### src/hdl/twcs_pkg.sv
// Shared types, codes and constants of the textured wall column shader.
package twcs_pkg;

	localparam int TEX_DIM_MAX_DEF = 64;
	localparam int WALL_SIDES_DEF  = 4;
	localparam int ROWS_MAX        = 1024;

	localparam int CFG_IDX_W  = 3;
	localparam int CFG_DATA_W = 11;

	localparam logic [CFG_IDX_W-1:0] CFG_TILE_SIZE   = 3'd0;
	localparam logic [CFG_IDX_W-1:0] CFG_WALL_SCALE  = 3'd1;
	localparam logic [CFG_IDX_W-1:0] CFG_SCREEN_H    = 3'd2;
	localparam logic [CFG_IDX_W-1:0] CFG_TEX_W       = 3'd3;
	localparam logic [CFG_IDX_W-1:0] CFG_TEX_H       = 3'd4;
	localparam logic [CFG_IDX_W-1:0] CFG_MAP_COLUMNS = 3'd5;

	localparam logic [1:0] KIND_LOAD   = 2'd0;
	localparam logic [1:0] KIND_COLUMN = 2'd1;
	localparam logic [1:0] KIND_PIXEL  = 2'd2;

	localparam logic RES_SPAN  = 1'b0;
	localparam logic RES_PIXEL = 1'b1;

	localparam logic [15:0] SHADE_FLOOR = 16'd6554;
	localparam logic [15:0] SHADE_MAX   = 16'hFFFF;

	localparam int DIV_NW = 33;
	localparam int DIV_DW = 24;

	typedef struct packed {
		logic [1:0]  kind;
		logic [1:0]  texture_side;
		logic [5:0]  load_column;
		logic [5:0]  load_row;
		logic [23:0] texel_color;
		logic [23:0] ray_distance;
		logic [15:0] hit_fraction;
		logic        hit_axis;
		logic        step_x_positive;
		logic        step_y_negative;
		logic [9:0]  screen_column;
		logic [9:0]  screen_row;
	} in_word_t;

	typedef struct packed {
		logic        result_kind;
		logic [9:0]  out_column;
		logic [9:0]  out_row;
		logic [9:0]  span_start;
		logic [9:0]  span_end;
		logic [5:0]  texture_column;
		logic [23:0] pixel_color;
		logic        inside_wall;
	} out_word_t;

	typedef struct packed {
		logic busy;
		logic done;
	} div_stat_t;

endpackage

### src/hdl/twcs_div.sv
// Shared restoring divider, one quotient bit per cycle.
module twcs_div (
	input  logic                        clk,
	input  logic                        arst_n,
	input  logic                        start,
	input  logic [twcs_pkg::DIV_NW-1:0] num,
	input  logic [twcs_pkg::DIV_DW-1:0] den,
	output logic [twcs_pkg::DIV_NW-1:0] quot,
	output twcs_pkg::div_stat_t         stat
);
	import twcs_pkg::*;

	localparam int CW = $clog2(DIV_NW + 1);

	logic [DIV_DW-1:0] rem_q;
	logic [DIV_DW-1:0] den_q;
	logic [DIV_NW-1:0] quo_q;
	logic [CW-1:0]     cnt_q;
	logic              busy_q;
	logic              done_q;
	logic [DIV_DW:0]   trial;
	logic              take;

	assign trial = {rem_q, quo_q[DIV_NW-1]};
	assign take  = (trial >= {1'b0, den_q});

	always_ff @(posedge clk or negedge arst_n) begin
		if (!arst_n) begin
			busy_q <= 1'b0;
			done_q <= 1'b0;
			cnt_q  <= '0;
			rem_q  <= '0;
			den_q  <= '0;
			quo_q  <= '0;
		end else begin
			done_q <= 1'b0;
			if (start) begin
				rem_q  <= '0;
				quo_q  <= num;
				den_q  <= den;
				cnt_q  <= CW'(DIV_NW);
				busy_q <= 1'b1;
			end else if (busy_q) begin
				rem_q <= take ? DIV_DW'(trial - {1'b0, den_q}) : trial[DIV_DW-1:0];
				quo_q <= {quo_q[DIV_NW-2:0], take};
				cnt_q <= cnt_q - 1'b1;
				if (cnt_q == CW'(1)) begin
					busy_q <= 1'b0;
					done_q <= 1'b1;
				end
			end
		end
	end

	assign quot      = quo_q;
	assign stat.busy = busy_q;
	assign stat.done = done_q;
endmodule

### config.mk
export PLATFORM = sky130hd
export DESIGN_NAME = twcs_div
export DESIGN_NICKNAME = d
export VERILOG_FILES = /design/src/hdl/twcs_pkg.sv /design/src/hdl/twcs_div.sv
export SDC_FILE = /design/constraint.sdc
export NUM_CORES = 1
export LEC_CHECK = 0
export ABC_AREA = 1
export BUFFER_PORTS_ARGS = -buffer_cell sky130_fd_sc_hd__buf_2
export CAP_MARGIN = 30
export CORE_UTILIZATION = 50
export DETAILED_ROUTE_END_ITERATION = 10
export GPL_ROUTABILITY_DRIVEN = 0
export PLACE_DENSITY = 0.69
export SETUP_SLACK_MARGIN = 0.4
export SLEW_MARGIN = 10
export SYNTH_ARGS = -nofsm -noshare
export SYNTH_HDL_FRONTEND = slang
export SYNTH_SLANG_ARGS = --single-unit
export TNS_END_PERCENT = 30
### constraint.sdc
create_clock -name clk -period 2.3 [get_ports clk]
set_input_delay 0.115 -clock clk [delete_from_list [all_inputs] [get_ports clk]]
set_output_delay 0.115 -clock clk [all_outputs]
set_load 0.02 [all_outputs]
==> flow_summary.ini <==
[yosys]
syn_area_um2 = 5850
yosysWarnings = 0
synthAdderAreaFrac = 0.0591
ys_seq_area_frac = 0.381
synth_compound_area_frac = 0.0888
synth_simple_gate_area_frac = 0.339
synth_top_area_frac = 0.381
synth_nets = 929
ys_seq_elements = 89
syn_area_per_cell_um2 = 6.94
yosys-top-cells-area = dfrtp_1, nand2_1, inv_1, ha_1, nand4_1
synth.area.mux_share = 0
synth_cell_types = 37
synth_top_family_by_area = simple AND/OR/NAND/NOR gates
yosys.area.top_type = dfrtp_1
synthCells = 842
synthXorXnorAreaFrac = 0.0150

[timing]
slew_violations = 0
post-route-min-period_ns = 2.02
skew_ns = 0.00507
fmax_mhz = 496
rsz0062_at_grt = true
relSlewSlack = 0.482
fin_crit_sh = 0.877
finalHoldViolations = 0
holdWs_ns = 0.00831
setup_tns_ns = 0
tightest_slew_ns = 0.776
setup_violations = 0

[critical_path]
endpoint_kind = register
crit_start = rem_q[15]
r2r_setup_slack_ns = 0.28
critPathKind = reg2reg
crit_fanout = 7
r2r-end = rem_q[9]
critical_path_arrival_ns = 2.31
reg2reg_from = rem_q[15]
startpoint_type = register
rr_worst_depth = 12
crit_required_ns = 2.59

[grt]
grt_max_degree = 47
antenna_found_initial = 0
grt_pass1_vias = 6086
globalRouteOverflowTotal = 0
grt_pass1_wl_um = 29000
track_usage = 0.315

[min_path]
worstHoldPathCells = 3
hold_path_end = quot[14]
min_path_type = in2reg
hold_start = num[14]

[placed_design]
hpwlAfterDp_um = 10700
place_inst = 1066
io_buffers = 94

[floorplanning]
die_x_um = 110
die_h_um = 110
coreArea_um2 = 11400
pin_count = 95
dieArea_um2 = 12100
num_rows = 39
initial_utilization = 0.512

[route]
first_pass_iters = 5
vias_per_cell = 5.18
drt_iter0_markers = 309
post_drt_wl_per_cell_um = 14.7
drc = 0
antenna_left = 0
num_vias = 6150
drt_wl_total_um = 17500

[finish]
final_util = 0.727
fin_nets = 1127
final_common_cell = nand2_1
final_cell_mix = nand2_1, inv_1, buf_2, dfrtp_1
finalNonFillerCells = 1188
area_growth_pct = 42.0
diodes = 0
drive_gt1_frac = 0.267

[cts]
clock_path_buffers = 2
path_clk_slew_ns = 0.06
h-tree-depth = 3
cts_tree = yes
numCtsBuffers = 9
clock-sinks = 89
cts.root.buffer_cell = clkbuf_16
clock_insertion_delay_worst_skew_ns = 0.35

[power_and_ir_drop]
p_sw_frac = 0.443
powerDensity_nw_per_um2 = 1030
combPwrFrac = 0.591
p_sw_w = 0.00379
power_frac_clock = 0.159
seqPwrFrac = 0.250
leakage_nw = 4.45
power.internal_w = 0.00477
ir_worst_vdd_uv = 552

[flow_run]
cap_violations = 0

[status]
outcome = complete, no violations
## stage by stage
step | instance area [um^2] | setup slack [ns] | total power [W]
floorplan | 5870 | 0.396 | 0.00491
global placement | 6500 | 0.103 | 0.00574
detailed placement | 6500 | 0.0763 | 0.00576
CTS | 8080 | 0.348 | 0.00812
global route | 8300 | 0.169 | 0.00923
finish | 8300 | 0.283 | 0.00856
## how the worst max path moves through the flow
stage / depth (start not counted) / endpoint
floorplan: 14 / rem_q[7]
global placement: 9 / rem_q[16]
detailed placement: 13 / rem_q[17]
CTS: 12 / rem_q[17]
global route: 15 / rem_q[9]
finish: 12 / rem_q[9]
## registers in the layout, indices dropped and copies added (netlist names)
name and count:
rem_q 24, cnt_q 6, quot 33, done_q 1, den_q 24, busy_q 1
## layer usage
layer / wire (um) / GRT usage / part of all wire / up-vias
li1: - / - / - / 3058
met1: 7700 / 0.386 / 0.44 / 2866
met2: 8360 / 0.532 / 0.48 / 175
met3: 733 / 0.0482 / 0.042 / 51
met4: 716 / 0.173 / 0.041 / 0
met5: 0 / 0 / 0 / -
## critical path, stage by stage (launching register included)
cell,delay [ns]
dfrtp_1,0.42
ha_4,0.34
nand2_4,0.06
nor2_4,0.10
nand4_1,0.12
nor2_2,0.18
nand3_4,0.11
buf_12,0.16
nand3_4,0.17
nand2_2,0.08
nand2_2,0.06
nand2_1,0.05
nand2_1,0.08
## power by group through the flow
stage,clock network [W],logic (W),registers (W)
finish,0.00136,0.00506,0.00214
global route,0.00144,0.00562,0.00217
CTS,0.00139,0.00460,0.00213
detailed placement,0,0.00365,0.00211
global placement,0,0.00363,0.00211
floorplan,0,0.00274,0.00217
## synth_stat cells
master    count
nand2_1     331
inv_1       143
dfrtp_1      89
nand3_1      39
nand4_1      32
nor2_1       31
o21ai_0      31
ha_1         26
o221ai_1     17
clkbuf_1     15
a21oi_1      13
o211ai_1     10
buf_2         8
nand2_2       8
xor2_1        8
a22oi_1       5
nor3_1        5
nor2_2        4
nand3_4       3
nand3b_1      3
and2_1        2
buf_1         2
buf_4         2
xnor2_1       2
a21oi_4       1
and2_2        1
buf_6         1
buf_8         1
fa_1          1
inv_2         1
nand3_2       1
nor4_1        1
o21a_1        1
o21bai_1      1
o22ai_1       1
or2_2         1
or3b_2        1
## logic make-up (layout without fill, tap and decap cells)
group	after synthesis	count (layout)
AOI/OAI and AO/OA	80	80
DFF	89	89
and+or+nand+nor	463	466
xor gates and xnor gates	10	10
adders and majority gates	27	27
buffers and inverters	173	373
## layout make-up
class | count | area [um^2]
multi-input cells | 583 | 3450
fillers | 907 | 3120
flip-flops and latches | 89 | 2230
repair buffers | 213 | 1640
inverters | 144 | 541
clock buffers | 12 | 236
well taps | 143 | 179
clock inverters | 4 | 30.0
## what timing repair did
action,in CTS,in global routing
hold buffers,53,0
setup buffers,31,16
pin swaps,12,29
hold endpoints to repair,90,0
gates resized for setup,72,38
cloned,6,0
setup endpoints to repair,25,25
(Power assumes the default switching activity.)
